File: src/rtl/core/crcfc_pkg.sv
// ----------------------------------------------------------------------------
// crcfc_pkg
// Shared types, constants and the CRC-32 byte update for the frame checker.
// ----------------------------------------------------------------------------
package crcfc_pkg;

    localparam int HEADER_BYTES = 44;
    localparam int TAG_BYTES    = 32;

    // header byte offsets
    localparam int MAGIC_END = 2;
    localparam int FLAGS_END = 4;
    localparam int LEN_END   = 8;
    localparam int HCRC_BEG  = 40;

    localparam logic [31:0] CRC_POLY = 32'hEDB8_8320;
    localparam logic [31:0] CRC_INIT = 32'hFFFF_FFFF;

    localparam int TDATA_W = 96;

    typedef enum logic [1:0] {
        KIND_PAYLOAD = 2'd0,
        KIND_TAG     = 2'd1,
        KIND_STATUS  = 2'd2
    } t_kind;

    typedef enum logic [2:0] {
        ST_OK        = 3'd0,
        ST_SHORT_HDR = 3'd1,
        ST_MAGIC_BAD = 3'd2,
        ST_TOO_LARGE = 3'd3,
        ST_TRUNCATED = 3'd4,
        ST_CRC_BAD   = 3'd5,
        ST_TAG_MISS  = 3'd6
    } t_status;

    typedef enum logic [1:0] {
        REG_FRAME_MAGIC   = 2'd0,
        REG_MAX_PAYLOAD   = 2'd1,
        REG_TAG_FLAG_MASK = 2'd2,
        REG_TAG_REQUIRED  = 2'd3
    } t_reg_idx;

    // results of one input beat: optional forwarded byte, optional status
    typedef struct packed {
        logic        has_data;
        t_kind       data_kind;
        logic [7:0]  data_byte;
        logic        has_status;
        t_status     status;
        logic [15:0] flags;
        logic [31:0] length;
        logic [31:0] consumed;
    } t_step;

    function automatic logic [31:0] crc32_byte(input logic [31:0] crc,
                                               input logic [7:0]  b);
        logic [31:0] c;
        c = crc ^ {24'd0, b};
        for (int k = 0; k < 8; k++) begin
            c = c[0] ? (CRC_POLY ^ (c >> 1)) : (c >> 1);
        end
        return c;
    endfunction

endpackage

File: src/rtl/core/crcfc_parser.sv
// ----------------------------------------------------------------------------
// crcfc_parser
// Header capture, payload CRC and frame sequencing; one byte per beat.
// ----------------------------------------------------------------------------
module crcfc_parser (
    input  logic              i_clk,
    input  logic              i_rst_n,
    input  logic              i_cfg_we,
    input  logic [1:0]        i_cfg_addr,
    input  logic [31:0]       i_cfg_data,
    input  logic              i_accept,
    input  logic [7:0]        i_byte,
    input  logic              i_frame_begin,
    input  logic              i_buffer_end,
    output crcfc_pkg::t_step  o_step
);
    import crcfc_pkg::*;

    typedef enum logic [4:0] {
        PH_IDLE    = 5'b00001,
        PH_HEADER  = 5'b00010,
        PH_PAYLOAD = 5'b00100,
        PH_TAG     = 5'b01000,
        PH_DISCARD = 5'b10000
    } t_phase;

    logic [15:0] r_frame_magic;
    logic [31:0] r_max_payload;
    logic [15:0] r_tag_flag_mask;
    logic        r_tag_required;

    t_phase      r_phase, n_phase;
    logic [31:0] r_pos, n_pos;
    logic [15:0] r_flags, n_flags;
    logic [31:0] r_length, n_length;
    logic [15:0] r_magic, n_magic;
    logic [31:0] r_hcrc, n_hcrc;
    logic [31:0] r_crc, n_crc;

    logic        fresh;
    t_phase      e_phase;
    logic [31:0] e_pos;
    logic [31:0] pos_inc;
    logic        tag_present;
    logic [32:0] cons_pay_w;
    logic [31:0] cons_pay;
    logic [33:0] cons_tag_w;
    logic [31:0] cons_tag;
    t_step       step;

    function automatic t_status final_status(input logic [31:0] crc,
                                             input logic [31:0] hcrc,
                                             input logic        tag_ok,
                                             input logic        tag_req);
        if ((crc ^ CRC_INIT) != hcrc) begin
            return ST_CRC_BAD;
        end
        if (!tag_ok && tag_req) begin
            return ST_TAG_MISS;
        end
        return ST_OK;
    endfunction

    always_ff @(posedge i_clk) begin
        if (!i_rst_n) begin
            r_frame_magic   <= '0;
            r_max_payload   <= '0;
            r_tag_flag_mask <= '0;
            r_tag_required  <= 1'b0;
        end else if (i_cfg_we) begin
            unique case (t_reg_idx'(i_cfg_addr))
                REG_FRAME_MAGIC:   r_frame_magic   <= i_cfg_data[15:0];
                REG_MAX_PAYLOAD:   r_max_payload   <= i_cfg_data;
                REG_TAG_FLAG_MASK: r_tag_flag_mask <= i_cfg_data[15:0];
                REG_TAG_REQUIRED:  r_tag_required  <= i_cfg_data[0];
                default: ;
            endcase
        end
    end

    always_comb begin
        fresh   = i_frame_begin || (r_phase == PH_IDLE);
        e_phase = fresh ? PH_HEADER : r_phase;
        e_pos   = fresh ? '0 : r_pos;
        pos_inc = e_pos + 32'd1;

        n_phase  = e_phase;
        n_pos    = e_pos;
        n_flags  = fresh ? '0 : r_flags;
        n_length = fresh ? '0 : r_length;
        n_magic  = fresh ? '0 : r_magic;
        n_hcrc   = fresh ? '0 : r_hcrc;
        n_crc    = fresh ? CRC_INIT : r_crc;

        // header words take this byte before any check
        if (e_phase == PH_HEADER) begin
            if (e_pos < 32'(MAGIC_END)) begin
                n_magic = {n_magic[7:0], i_byte};
            end else if (e_pos < 32'(FLAGS_END)) begin
                n_flags = {n_flags[7:0], i_byte};
            end else if (e_pos < 32'(LEN_END)) begin
                n_length = {n_length[23:0], i_byte};
            end else if (e_pos >= 32'(HCRC_BEG)) begin
                n_hcrc = {n_hcrc[23:0], i_byte};
            end
        end
        if (e_phase == PH_PAYLOAD) begin
            n_crc = crc32_byte(n_crc, i_byte);
        end

        tag_present = (n_flags & r_tag_flag_mask) != '0;
        cons_pay_w  = {1'b0, e_pos} + 33'(HEADER_BYTES + 1);
        cons_pay    = cons_pay_w[32] ? '1 : cons_pay_w[31:0];
        cons_tag_w  = {2'b00, n_length} + {2'b00, e_pos} + 34'(HEADER_BYTES + 1);
        cons_tag    = (cons_tag_w[33:32] != 2'b00) ? '1 : cons_tag_w[31:0];

        step            = '0;
        step.flags      = n_flags;
        step.length     = n_length;
        step.data_byte  = i_byte;
        step.data_kind  = (e_phase == PH_TAG) ? KIND_TAG : KIND_PAYLOAD;
        step.has_data   = (e_phase == PH_PAYLOAD) || (e_phase == PH_TAG);

        unique case (e_phase)
            PH_DISCARD: begin
                if (i_buffer_end) begin
                    n_phase = PH_IDLE;
                end
            end
            PH_HEADER: begin
                if (e_pos != 32'(HEADER_BYTES - 1)) begin
                    if (i_buffer_end) begin
                        step.has_status = 1'b1;
                        step.status     = ST_SHORT_HDR;
                        step.consumed   = pos_inc;
                        step.flags      = '0;
                        step.length     = '0;
                        n_phase         = PH_IDLE;
                    end else begin
                        n_pos = pos_inc;
                    end
                end else begin
                    step.has_status = 1'b1;
                    step.consumed   = 32'(HEADER_BYTES);
                    n_pos           = '0;
                    if (n_magic != r_frame_magic) begin
                        step.status = ST_MAGIC_BAD;
                        n_phase     = i_buffer_end ? PH_IDLE : PH_DISCARD;
                    end else if (n_length > r_max_payload) begin
                        step.status = ST_TOO_LARGE;
                        n_phase     = i_buffer_end ? PH_IDLE : PH_DISCARD;
                    end else if (n_length == '0 && !tag_present) begin
                        step.status = final_status(n_crc, n_hcrc, tag_present,
                                                   r_tag_required);
                        n_phase     = PH_IDLE;
                    end else if (i_buffer_end) begin
                        step.status = ST_TRUNCATED;
                        n_phase     = PH_IDLE;
                    end else begin
                        step.has_status = 1'b0;
                        n_phase = (n_length != '0) ? PH_PAYLOAD : PH_TAG;
                    end
                end
            end
            PH_PAYLOAD: begin
                step.consumed = cons_pay;
                if (pos_inc == n_length) begin
                    n_pos = '0;
                    if (!tag_present) begin
                        step.has_status = 1'b1;
                        step.status     = final_status(n_crc, n_hcrc, tag_present,
                                                       r_tag_required);
                        n_phase         = PH_IDLE;
                    end else if (i_buffer_end) begin
                        step.has_status = 1'b1;
                        step.status     = ST_TRUNCATED;
                        n_phase         = PH_IDLE;
                    end else begin
                        n_phase = PH_TAG;
                    end
                end else if (i_buffer_end) begin
                    step.has_status = 1'b1;
                    step.status     = ST_TRUNCATED;
                    n_phase         = PH_IDLE;
                end else begin
                    n_pos = pos_inc;
                end
            end
            PH_TAG: begin
                step.consumed = cons_tag;
                if (pos_inc == 32'(TAG_BYTES)) begin
                    step.has_status = 1'b1;
                    step.status     = final_status(n_crc, n_hcrc, tag_present,
                                                   r_tag_required);
                    n_phase         = PH_IDLE;
                end else if (i_buffer_end) begin
                    step.has_status = 1'b1;
                    step.status     = ST_TRUNCATED;
                    n_phase         = PH_IDLE;
                end else begin
                    n_pos = pos_inc;
                end
            end
            default: begin
                n_phase = PH_IDLE;
            end
        endcase
    end

    always_ff @(posedge i_clk) begin
        if (!i_rst_n) begin
            r_phase <= PH_IDLE;
        end else if (i_accept) begin
            r_phase <= n_phase;
        end
    end

    always_ff @(posedge i_clk) begin
        if (i_accept) begin
            r_pos    <= n_pos;
            r_flags  <= n_flags;
            r_length <= n_length;
            r_magic  <= n_magic;
            r_hcrc   <= n_hcrc;
            r_crc    <= n_crc;
        end
    end

    assign o_step = step;

endmodule

File: config.mk
export PLATFORM = sky130hd
export DESIGN_NAME = crcfc_parser
export DESIGN_NICKNAME = d
export VERILOG_FILES = /design/src/rtl/core/crcfc_pkg.sv /design/src/rtl/core/crcfc_parser.sv
export SDC_FILE = /design/constraint.sdc
export NUM_CORES = 1
export LEC_CHECK = 0
export BUFFER_PORTS_ARGS = -buffer_cell sky130_fd_sc_hd__clkbuf_2
export CAP_MARGIN = 20
export CELL_PAD_IN_SITES_DETAIL_PLACEMENT = 1
export CELL_PAD_IN_SITES_GLOBAL_PLACEMENT = 2
export CORE_MARGIN = 8
export CORE_UTILIZATION = 30
export DETAILED_ROUTE_END_ITERATION = 8
export GPL_ROUTABILITY_DRIVEN = 0
export PLACE_DENSITY_LB_ADDON = 0.15
export RECOVER_POWER = 100
export SLEW_MARGIN = 20
export SYNTH_ARGS = -nofsm -noshare
export SYNTH_HDL_FRONTEND = slang
export SYNTH_SLANG_ARGS = --single-unit
File: constraint.sdc
create_clock -name i_clk -period 10.3 [get_ports i_clk]
set_clock_uncertainty 0.1 [all_clocks]
set_input_delay 1.03 -clock i_clk [delete_from_list [all_inputs] [get_ports i_clk]]
set_output_delay 1.03 -clock i_clk [all_outputs]
set_load 0.01 [all_outputs]
# After elaboration in Yosys (flattened, before gate mapping)

Cells that the tools add are included.

Flip-flop bits (word level): 230
Bits of input ports: 48
Output and inout bits: 95
Logic and storage cells: 161

Add/subtract/negate cells: 4
Order comparisons: 5
Equality and inequality tests: 13
Mux-type cells: 103
Bitwise gates (word level): 11
Reduce and logical (&&, ||, !) cells: 14

Operator list:

| kind                    | number |
|---|---|
| $mux W32                | 29 |
| $pmux W32 S3            | 2 |
| $mux W16                | 7 |
| $not A13 Y14            | 8 |
| $mux W48                | 2 |
| $mux W84                | 1 |
| $mux W4                 | 10 |
| $mux W5                 | 8 |
| $mux W3                 | 12 |
| $add A33 B6 Y34 const B | 1 |
| $add A32 B32 Y33        | 1 |
| $add A32 B6 Y33 const B | 1 |
| $add A32 B1 Y32 const B | 1 |
| $eq A32 B32 Y1          | 1 |
| $eq A32 B6 Y1 const B   | 1 |
| $ge A32 B6 Y1 const B   | 1 |
| $gt A32 B32 Y1          | 1 |
| $logic_not A32 Y1       | 1 |
| $lt A32 B2 Y1 const B   | 1 |
| $lt A32 B3 Y1 const B   | 1 |
| $lt A32 B4 Y1 const B   | 1 |
| $ne A32 B32 Y1          | 1 |
| $ne A32 B6 Y1 const B   | 1 |
| $not A32 Y32            | 1 |
| other kinds (21)        | 56 |

# Longest topological paths before layout

Gate-level depths: netlist of run 1.

Depth in word-level cells: 42
Depth in mapped cells: 28
Depth with buffers taken out: 23

# Worst setup path after synthesis of run 1

Ideal clock, no wire load.

Kind: input-to-output
From: input port i_frame_begin
To: output port o_step[82] in the netlist's numbering
Arrival time: 7,247 ps
Required time: 9,170 ps
Setup slack: 1,923 ps
Stages on the path: 24
Buffers on the path: 8
Cell sequence: a21oi_2 buf_2 buf_1 buf_1 clkbuf_1 clkbuf_1 clkbuf_1 clkbuf_1 nand2_1 inv_1 ha_1 clkbuf_1 nand2_1 or4_1 nor3_4 nand4_2 xnor2_1 a221o_1 or4_1 nor4_2 o211a_2 a31oi_1 a32o_1 o21ai_1

RTL lines:

| what        | RTL line           | text |
|---|---|---|
| from (decl) | crcfc_parser.sv:13 | `input logic i_frame_begin,` |
| to (decl)   | crcfc_parser.sv:15 | `output crcfc_pkg::t_step o_step` |

==> results.toml, run 1 <==
[logic_synthesis]
syn_area_per_cell_sq_um = 8.199
yosysTopAreaCell = "edfxtp_1"
synth_xor_area_frac = 0.1065
synthTopCellsByArea = "edfxtp_1 (25%), dfxtp_1 (7.2%), nand2_1 (6.7%)"
yosysSeqAreaShare = 0.3190
ys_warn_count = 0
ys_types = 97
synthFlopType = "edfxtp_1"
synth_area_sq_um = 19460
synthAdderAreaFrac = 0.06148
synth_nets = 2516
synth-edff-count = 160
synth_compound_area_frac = 0.2021
synth_top_area_share = 0.2469
synthCells = 2373
synth_mux_area_frac = 0.03376
yosys.area_share.simple = 0.2181
synth_top_family_by_area = "simple AND/OR/NAND/NOR gates"
ys_async_sr_fraction = 0
synth_seq_cells = 230

[detailed_routing]
drt_iter0_drc = 1765
drt-vias-per-instance = 5.789
wl_mm = 89.83
num_vias = 19120
top_layer_used = "met5"
routed-wl-met3_mm = 6.208
ant_nets = 0
dr.pass1.iters = 5
met2_length_mm = 38.82
drc = 0
wl_per_cell_microns = 27.20
wl_met1_mm = 42.94

[clock_network]
cts_tree = "done"
insertion_delay_ns = 0.60
cts_hold_repair.buffers = 0
cts.sinks = 230
h-tree-depth = 1
cts_buffer_depth = 3
cts_buffers = 31
root_buffer = "clkbuf_16"
clk_pin_slew_ns = 0.06
ctsResizeCount = 0
post_cts_buffers = 0

[timing]
maxSlewViolCount = 533
tns_ns = 0
worstMarginPinSlew_ns = 4.305
slew_headroom = -1.870
clock.fmax_ghz = 0.1036
period_minus_slack_ns = 9.649
setup_viol = 0
hold_viol_final = 0
rsz0062_at_grt = "no"
fin_crit_sh = 0.9368

[critical_path]
crit_chain = "clkbuf_2 > inv_1 > o21ai_4 > buf_4 > clkbuf_1 > a21oi_1 > mux2_1 > a221o_1 > a2111oi_0 > nand4b_1 > nor3_2 > nand3_1 > a32o_1 > o21ai_1 > clkbuf_1"
r2r-end = "r_pos[5]"
critPathArrivalTime_ns = 8.52
timing.critical_path.slowest_stage_cell = "clkbuf_1"
crit_top_cell = "clkbuf_1"
endpoint_kind = "output pin"
cp_max_fo = 56
timing.rr.start = "r_phase[0]"
max_stage_delay_ns = 1.95
cp-start-kind = "primary input"
critical_path_class = "in -> out"
r2r_slack_ns = 0.91
worstRegToRegCells = 19
required_ns = 9.17

[die]
die_x_microns = 270.7
start_util = 0.3024
die_area_sq_um = 73260
ioPinCount = 143
num_rows = 93
core-area_sq_um = 64350
die_y_microns = 270.7

[pwr]
ir_worst_vdd_mv = 0.08755
p_leak_nw = 8.110
power_density_nw_per_um2 = 128.3
power_mw = 2.782

[grt]
antenna_found_initial = 5
grt_pass1_vias = 19020
grt.overflow.total = 0
grt_max_degree = 73
grt_pass1_wl_mm = 132.4
grt_usage = 0.2340

[min_path]
hold_start = "r_max_payload[24]"
worst_hold_path.endpoint = "r_max_payload[24]"
hold_depth = 2
hold_class = "reg -> reg"

[run_status]
outcome = "complete, but fails checks"
violations = "capacitance limit, slew limit"

[run]
drv_cap = 12

[placed_design]
placed_cell_area_sq_um = 20860
dp_hpwl_mm = 68.30
io_buffer_count = 141
place_inst = 3243

[final_layout]
postLayoutCellArea_sq_um = 21680
nFillCells = 7736
nNetsFinal = 2564
fin_cells = 3303
syn_to_final_growth_pct = 11.45
drive_gt1_frac = 0.06827
## routing by layer
| metal | GRT usage | up-vias |
|---|---|---|
| li1 | - | 8658 |
| met1 | 0.3473 | 9632 |
| met2 | 0.3548 | 713 |
| met3 | 0.03405 | 116 |
| met4 | 0.05015 | 2 |
| met5 | 0 | - |
## cells in the final DEF, fill, tap and decap left out, types with 36 or more instances in the layout
cell type,count
nand2_1,348
nor2_1,193
edfxtp_1,160
xnor2_1,148
a21oi_1,129
o21ai_0,125
inv_1,113
clkbuf_1,104
ha_1,94
nand3_1,83
a21boi_0,73
dfxtp_1,70
xor2_1,63
clkbuf_2,58
mux2i_1,51
nor3_1,49
o22ai_1,37
nand4_1,36
## report_power, final
group	leakage [nW]	switching [mW]	total (mW)	internal [mW]
Sequential	2.10	0.0482	1.08	1.03
Combinational	5.49	0.374	0.536	0.163
Clock	0.524	0.472	1.16	0.691
## through the flow
stage | hold WS, ns | utilization | setup slack, ns
final | 0.3688 | 0.3370 | 0.6514
after global placement | 0.3538 | 0.3238 | 1.518
after global routing | 0.3857 | 0.3369 | 0.2581
after detailed placement | 0.3608 | 0.3242 | 1.322
after CTS | 0.3696 | 0.3409 | 0.9306
after floorplan | 0.3432 | - | 1.923
## worst max path at each step
| stage | startpoint | cells after the start | slack (ns) | endpoint |
|---|---|---|---|---|
| 6_report | i_frame_begin | 15 | 0.65 | o_step[82] |
| 4_1_cts | r_pos[10] | 22 | 0.93 | o_step[4] |
| 3_3_place_gp | i_frame_begin | 25 | 1.52 | o_step[14] |
| 5_1_grt | i_frame_begin | 19 | 0.26 | o_step[81] |
| 3_5_place_dp | i_frame_begin | 25 | 1.32 | o_step[4] |
| 2_1_floorplan | i_frame_begin | 24 | 1.92 | o_step[82] |
## state kept, by name, summed over array words and instances (netlist names), 5 cells and up
name,count
r_crc,32
r_flags,16
r_frame_magic,16
r_hcrc,32
r_length,32
r_magic,16
r_max_payload,32
r_phase,5
r_pos,32
r_tag_flag_mask,16
## Yosys cell counts, types with 25 or more instances
| master | instances |
|---|---|
| a21boi_0 | 72 |
| a21o_1 | 26 |
| a21oi_1 | 129 |
| a31oi_1 | 25 |
| buf_2 | 32 |
| clkbuf_1 | 91 |
| dfxtp_1 | 70 |
| edfxtp_1 | 160 |
| ha_1 | 94 |
| inv_1 | 113 |
| mux2i_1 | 51 |
| nand2_1 | 348 |
| nand3_1 | 83 |
| nand4_1 | 36 |
| nor2_1 | 192 |
| nor3_1 | 50 |
| nor4_1 | 32 |
| o211ai_1 | 26 |
| o21ai_0 | 123 |
| o22ai_1 | 37 |
| or3_1 | 26 |
| xnor2_1 | 148 |
| xor2_1 | 63 |
## kinds of logic after synthesis
group                      Yosys count
adders and majority gates           95
AOI/OAI and AO/OA                  593
and+or+nand+nor                    893
DFF                                230
muxes                               64
other                                1
xor gates and xnor gates           221
buffers and inverters              276
## critical path: cells and delay by family
| family | cells | cell delay [ns] |
|---|---|---|
| AND/OR/NAND/NOR | 3 | 1.12 |
| multiplexers | 1 | 0.60 |
| buffers and inverters | 5 | 3.55 |
| AO/OA/AOI/OAI | 6 | 2.16 |
## cell type report
| cell class | count | area (sq um) | share of cell area |
|---|---|---|---|
| Antenna cell | 2 | 5.005 | 0.0002308 |
| Clock buffer | 40 | 860.8 | 0.03970 |
| Clock inverter | 18 | 214.0 | 0.009867 |
| Inverter | 113 | 424.2 | 0.01956 |
| Multi-Input combinational cell | 1867 | 12080 | 0.5573 |
| Sequential cell | 230 | 6206 | 0.2862 |
| Tap cell | 855 | 1070 | 0.04934 |
| Timing Repair Buffer | 178 | 819.5 | 0.03780 |
Power figures use the tool's default switching activity.
==> inputs of run 2 (changes only) <==
Clock period 10.3 ns to 8.55 ns, I/O delays scaled along.
==> run 2 against run 1 <==
  * The flow still finishes with violations (capacitance limit, slew limit)
  * Clock power is 21% higher
  * Utilization is 0.56 points higher
  * Largest power group unchanged
  * Via count is 0.14% higher
  * Design area is 1.7% higher
  * Critical path type is now reg -> reg
  * Largest cell class unchanged
==> results.toml, run 2 (synthesis gave the netlist of run 1 again) <==
[run_status]
outcome = "complete, but fails checks"
violations = "capacitance limit, slew limit"

[grt]
grt_max_degree = 147
grt_pass1_vias = 19040
grt_usage = 0.2336
grt.overflow.total = 0
gr-usage-met1 = 0.3448
antenna_found_initial = 2
grt_util_met3 = 0.02761
grt_pass1_wl_mm = 131.8
use_met2 = 0.3630
grt.busiest_layer = "met2"

[min_path]
hold_class = "reg -> reg"
hold_start = "r_max_payload[18]"
hold_depth = 2
worst_hold_path.endpoint = "r_max_payload[18]"

[timing]
rsz0062_at_grt = "no"
fin_crit_sh = 0.9744
tns_ns = 0
maxSlewViolCount = 399
setup_viol = 0
worstMarginPinSlew_ns = 4.430
period_minus_slack_ns = 8.331
slew_headroom = -1.953
clock.fmax_ghz = 0.1200
hold_viol_final = 0

[critical_path]
critical_path_class = "reg -> reg"
endpoint_kind = "flip-flop"
worstRegToRegCells = 15
cp-start-kind = "flip-flop"
critPathArrivalTime_ns = 8.53
r2r-end = "r_pos[27]"
timing.rr.start = "r_phase[2]"
required_ns = 8.75
r2r_slack_ns = 0.22
cp_max_fo = 146

[final_layout]
ff_latch_area_sq_um = 6206
final_cell_mix = "nand2_1 (347), nor2_1 (190), edfxtp_1 (160), xnor2_1 (148), a21oi_1 (129)"
nFillCells = 7653
diodes = 0
postLayoutCellArea_sq_um = 22040
layout_commonest_cell = "nand2_1"
syn_to_final_growth_pct = 13.29
multiInputGateArea_sq_um = 12140
drive_gt1_frac = 0.08508
nNetsFinal = 2599

[die]
start_util = 0.3024
ioPinCount = 143
die_x_microns = 270.7
num_rows = 93
core-area_sq_um = 64350
die_area_sq_um = 73260
die_y_microns = 270.7

[detailed_routing]
wl_mm = 90.00
ant_nets = 0
drt_iter0_drc = 1716
wl_per_cell_microns = 26.99
drt-vias-per-instance = 5.741
num_vias = 19150
dr.pass1.iters = 6
drc = 0

[clock_network]
root_buffer = "clkbuf_16"
insertion_delay_ns = 0.60
cts_buffers = 30
cts_tree = "done"
cts_buffer_depth = 3
clk_pin_slew_ns = 0.06
cts.sinks = 230
h-tree-depth = 1
cts_hold_repair.buffers = 0

[pwr]
ir_worst_vdd_mv = 0.1623
power_density_nw_per_um2 = 152.6
p_leak_nw = 8.355

[placed_design]
placed_cell_area_sq_um = 21120
dp_hpwl_mm = 69.14
io_buffer_count = 141

[run]
drv_cap = 11
==> run 2: cell count changes in the layout (fill, tap and decap cells not counted), moves of 3 or more <==
| cell | before | now |
|---|---|---|
| buf_4 | 21 | 53 |
| clkbuf_16 | 32 | 37 |
| bufinv_16 | 4 | 0 |
| clkbuf_2 | 58 | 62 |
| clkbuf_8 | 3 | 7 |
| clkinv_2 | 7 | 3 |
| clkinvlp_4 | 3 | 0 |
| nor2_1 | 193 | 190 |
==> run 2: what timing repair did <==
item | in CTS | in global routing
resized for setup | 1 | 4
setup buffers | 0 | 2
setup endpoints to repair | 32 | 32
pin swaps | 0 | 1
==> run 2: worst max-delay path: stages (launching register included) <==
cell	delay, ns
dfxtp_1	0.38
or3_1	0.59
o21ai_4	0.25
clkbuf_1	0.86
buf_12	0.61
nor2_1	0.33
nand4_2	0.22
xnor2_1	0.22
a221o_1	0.38
or4_1	0.52
nor4_1	0.45
o211a_1	0.39
o21ai_2	0.21
a21boi_1	1.79
buf_4	0.42
o22ai_1	0.10
==> run 2: routing by layer <==
metal / vias to the layer above / share of wire
met5: - / 0
met4: 0 / 0.020
met3: 97 / 0.057
met2: 638 / 0.44
met1: 9688 / 0.49
li1: 8724 / -
==> run 2: how the worst max path moves through the flow <==
stage / start / endpoint / slack, ns
3_5_place_dp: r_phase[3] / o_step[17] / 0.48
4_1_cts: r_phase[2] / o_step[14] / 0.01
3_3_place_gp: i_frame_begin / o_step[14] / 0.59
5_1_grt: r_pos[3] / o_step[16] / 0.006
6_report: r_phase[2] / r_pos[27] / 0.22
2_1_floorplan: i_frame_begin / o_step[82] / 0.52
==> run 2: cell type report <==
type,instances,share of cell area
Clock inverter,7,0.002782
Inverter,113,0.01924
Timing Repair Buffer,214,0.04973
Sequential cell,230,0.2816
Tap cell,855,0.04854
Multi-Input combinational cell,1867,0.5509
Clock buffer,49,0.04723
==> run 2: per-stage QoR <==
| step | util | hold slack, ns | setup slack (ns) | power [mW] | std cells |
|---|---|---|---|---|---|
| 2_1_floorplan | - | 0.3432 | 0.5227 | 1.692 | 2373 |
| 3_3_place_gp | 0.3281 | 0.3532 | 0.5874 | 1.980 | 3277 |
| 3_5_place_dp | 0.3282 | 0.3600 | 0.4835 | 1.985 | 3277 |
| 4_1_cts | 0.3453 | 0.3682 | 0.01196 | 3.391 | 3333 |
| 5_1_grt | 0.3425 | 0.3875 | 0.006400 | 3.481 | 3335 |
| 6_report | 0.3425 | 0.3662 | 0.2192 | 3.364 | 3335 |
==> run 2: power breakdown <==
part           switching, mW  internal [mW]  total, mW  leakage [nW]
combinational          0.473          0.206      0.678          5.71
sequential            0.0436           1.25       1.29          2.10
clock                  0.562          0.835       1.40         0.546
==> inputs of run 3 (changes only) <==
Settings changed: BUFFER_PORTS_ARGS -buffer_cell sky130_fd_sc_hd__clkbuf_2 to -buffer_cell sky130_fd_sc_hd__buf_4, CORE_MARGIN 8 to 4, CTS_CLUSTER_SIZE set to 8.
==> run 3 against run 2 <==
  * Sequential power about the same
  * First-iteration DRC count fell by 16%
  * Largest power group unchanged
  * Critical path depth is 7 higher
  * Fmax increased by 2.5%
  * Setup slack improved by 0.20 ns
  * Clock-buffer cell count increased by 8
  * Sequential share of layout area about the same
  * Total power fell by 1.1%
  * Worst hold slack lost 0.00082 ns
  * The run still ends with capacitance limit, slew limit left
  * Design area hardly changed
  * Non-clock buffer count down 8
  * Via count is 1.0% lower
==> results.toml, run 3 (synthesis gave the netlist of run 1 again) <==
[clock_network]
cts_buffer_depth = 3
cts.sinks = 230
cts_tree = "done"
ctsResizeCount = 0
insertion_delay_ns = 0.57
h-tree-depth = 2
cts_buffers = 35
post_cts_buffers = 0
clk_pin_slew_ns = 0.06
cts_hold_repair.buffers = 0
root_buffer = "clkbuf_16"

[timing]
hold_viol_final = 0
maxSlewViolCount = 370
clock.fmax_ghz = 0.1230
period_minus_slack_ns = 8.129
slew_headroom = -1.770
rsz0062_at_grt = "no"
setup_viol = 0
worstMarginPinSlew_ns = 4.154
fin_crit_sh = 0.9508
tns_ns = 0

[detailed_routing]
drt_iter0_drc = 1444
num_vias = 18950
dr.pass1.iters = 5
wl_mm = 88.83
drc = 0
wl_per_cell_microns = 26.66
drt-vias-per-instance = 5.686
ant_nets = 0

[pwr]
p_int_mw = 2.243
power_density_nw_per_um2 = 150.9
pwr-share-comb = 0.203
ir_worst_vdd_mv = 0.1155
p_clk_frac = 0.408
switchingPower_mw = 1.084
power_mw = 3.327
pwr-share-seq = 0.389
p_leak_nw = 8.274
switching_share = 0.3258

[run]
drv_cap = 8

[grt]
grt_max_degree = 73
grt.overflow.total = 0
grt_usage = 0.2457
antenna_found_initial = 5
grt_pass1_wl_mm = 129.5
grt_pass1_vias = 18820

[run_status]
violations = "capacitance limit, slew limit"
outcome = "complete, but fails checks"

[final_layout]
layout_commonest_cell = "nand2_1"
nNetsFinal = 2596
drive_gt1_frac = 0.07711
diodes = 0
final_cell_mix = "nand2_1 (348), nor2_1 (189), edfxtp_1 (160), xnor2_1 (148), a21oi_1 (129)"
fin_cells = 3332
syn_to_final_growth_pct = 13.32

[die]
start_util = 0.3024
ioPinCount = 143
die_x_microns = 262.7
num_rows = 93
die_y_microns = 262.7
core-area_sq_um = 64350
die_area_sq_um = 68990

[critical_path]
critical_path_class = "reg -> out"
worstRegToRegCells = 20
critPathArrivalTime_ns = 7.17
required_ns = 7.60
r2r_slack_ns = 0.52
cp_max_fo = 32
endpoint_kind = "output pin"
cp-start-kind = "flip-flop"

[placed_design]
io_buffer_count = 141
place_inst = 3271
dp_hpwl_mm = 67.90

[min_path]
hold_class = "reg -> reg"
hold_depth = 2
run 3: cell count changes in the layout (fill, tap and decap cells not counted), moves of 5 or more:
cell      change
clkbuf_2     -61
buf_4        +53
clkbuf_1     +16
clkbuf_8      -5
run 3: final cells by class:
class | count | area (sq um)
clock buffers | 57 | 978.4
clock inverters | 4 | 60.06
fillers | 7636 | 42300
inverters | 113 | 424.2
multi-input cells | 1867 | 12140
flip-flops and latches | 230 | 6206
well taps | 855 | 1070
repair buffers | 206 | 1172
run 3: path summary, 6_finish.rpt:
check | start | endpoint
max | r_pos[6] | o_step[17]
min | r_max_payload[27] | r_max_payload[27]
max reg2reg | r_phase[3] | r_pos[9]
min reg2reg | r_max_payload[27] | r_max_payload[27]
run 3: power by group through the flow:
stage | logic, mW | clock network [mW] | registers [mW]
3_3_place_gp | 0.676 | 0 | 1.31
5_1_grt | 0.725 | 1.43 | 1.30
4_1_cts | 0.683 | 1.40 | 1.29
6_report | 0.676 | 1.36 | 1.29
2_1_floorplan | 0.406 | 0 | 1.29
3_5_place_dp | 0.679 | 0 | 1.31
run 3: worst max-delay path, stage by stage, from the launching register on:
cell      delay, ns
edfxtp_1       0.57
or4_1          0.66
nor2_1         0.31
o21a_1         0.36
nand2_1        0.16
buf_4          0.28
mux2i_1        0.42
nor2_1         0.22
ha_1           0.34
ha_1           0.39
a21o_1         0.21
a21oi_1        0.20
nor2b_1        0.07
o31a_1         0.23
a31o_2         0.25
a221o_1        0.36
a21oi_1        0.30
o31ai_1        0.16
a31oi_2        0.21
buf_4          0.35
a31oi_1        0.09
o221ai_1       0.26
clkbuf_1       0.20
run 3: metrics by stage:
step                cell area [sq um]  utilization  setup slack (ns)  hold WS, ns
floorplan                       19460            -            0.5227       0.3432
global placement                21410       0.3327            0.8597       0.3540
detailed placement              21410       0.3327            0.7121       0.3608
CTS                             22450       0.3488           0.08776       0.3674
global route                    22050       0.3426           0.03941       0.3895
finish                          22050       0.3426            0.4205       0.3654
run 3: layer usage:
metal	routed length (microns)	vias up	global-route usage
li1	-	8734	-
met1	42070	9486	0.3602
met2	38490	623	0.3747
met3	6381	101	0.04925
met4	1879	2	0.05180
met5	14	-	0
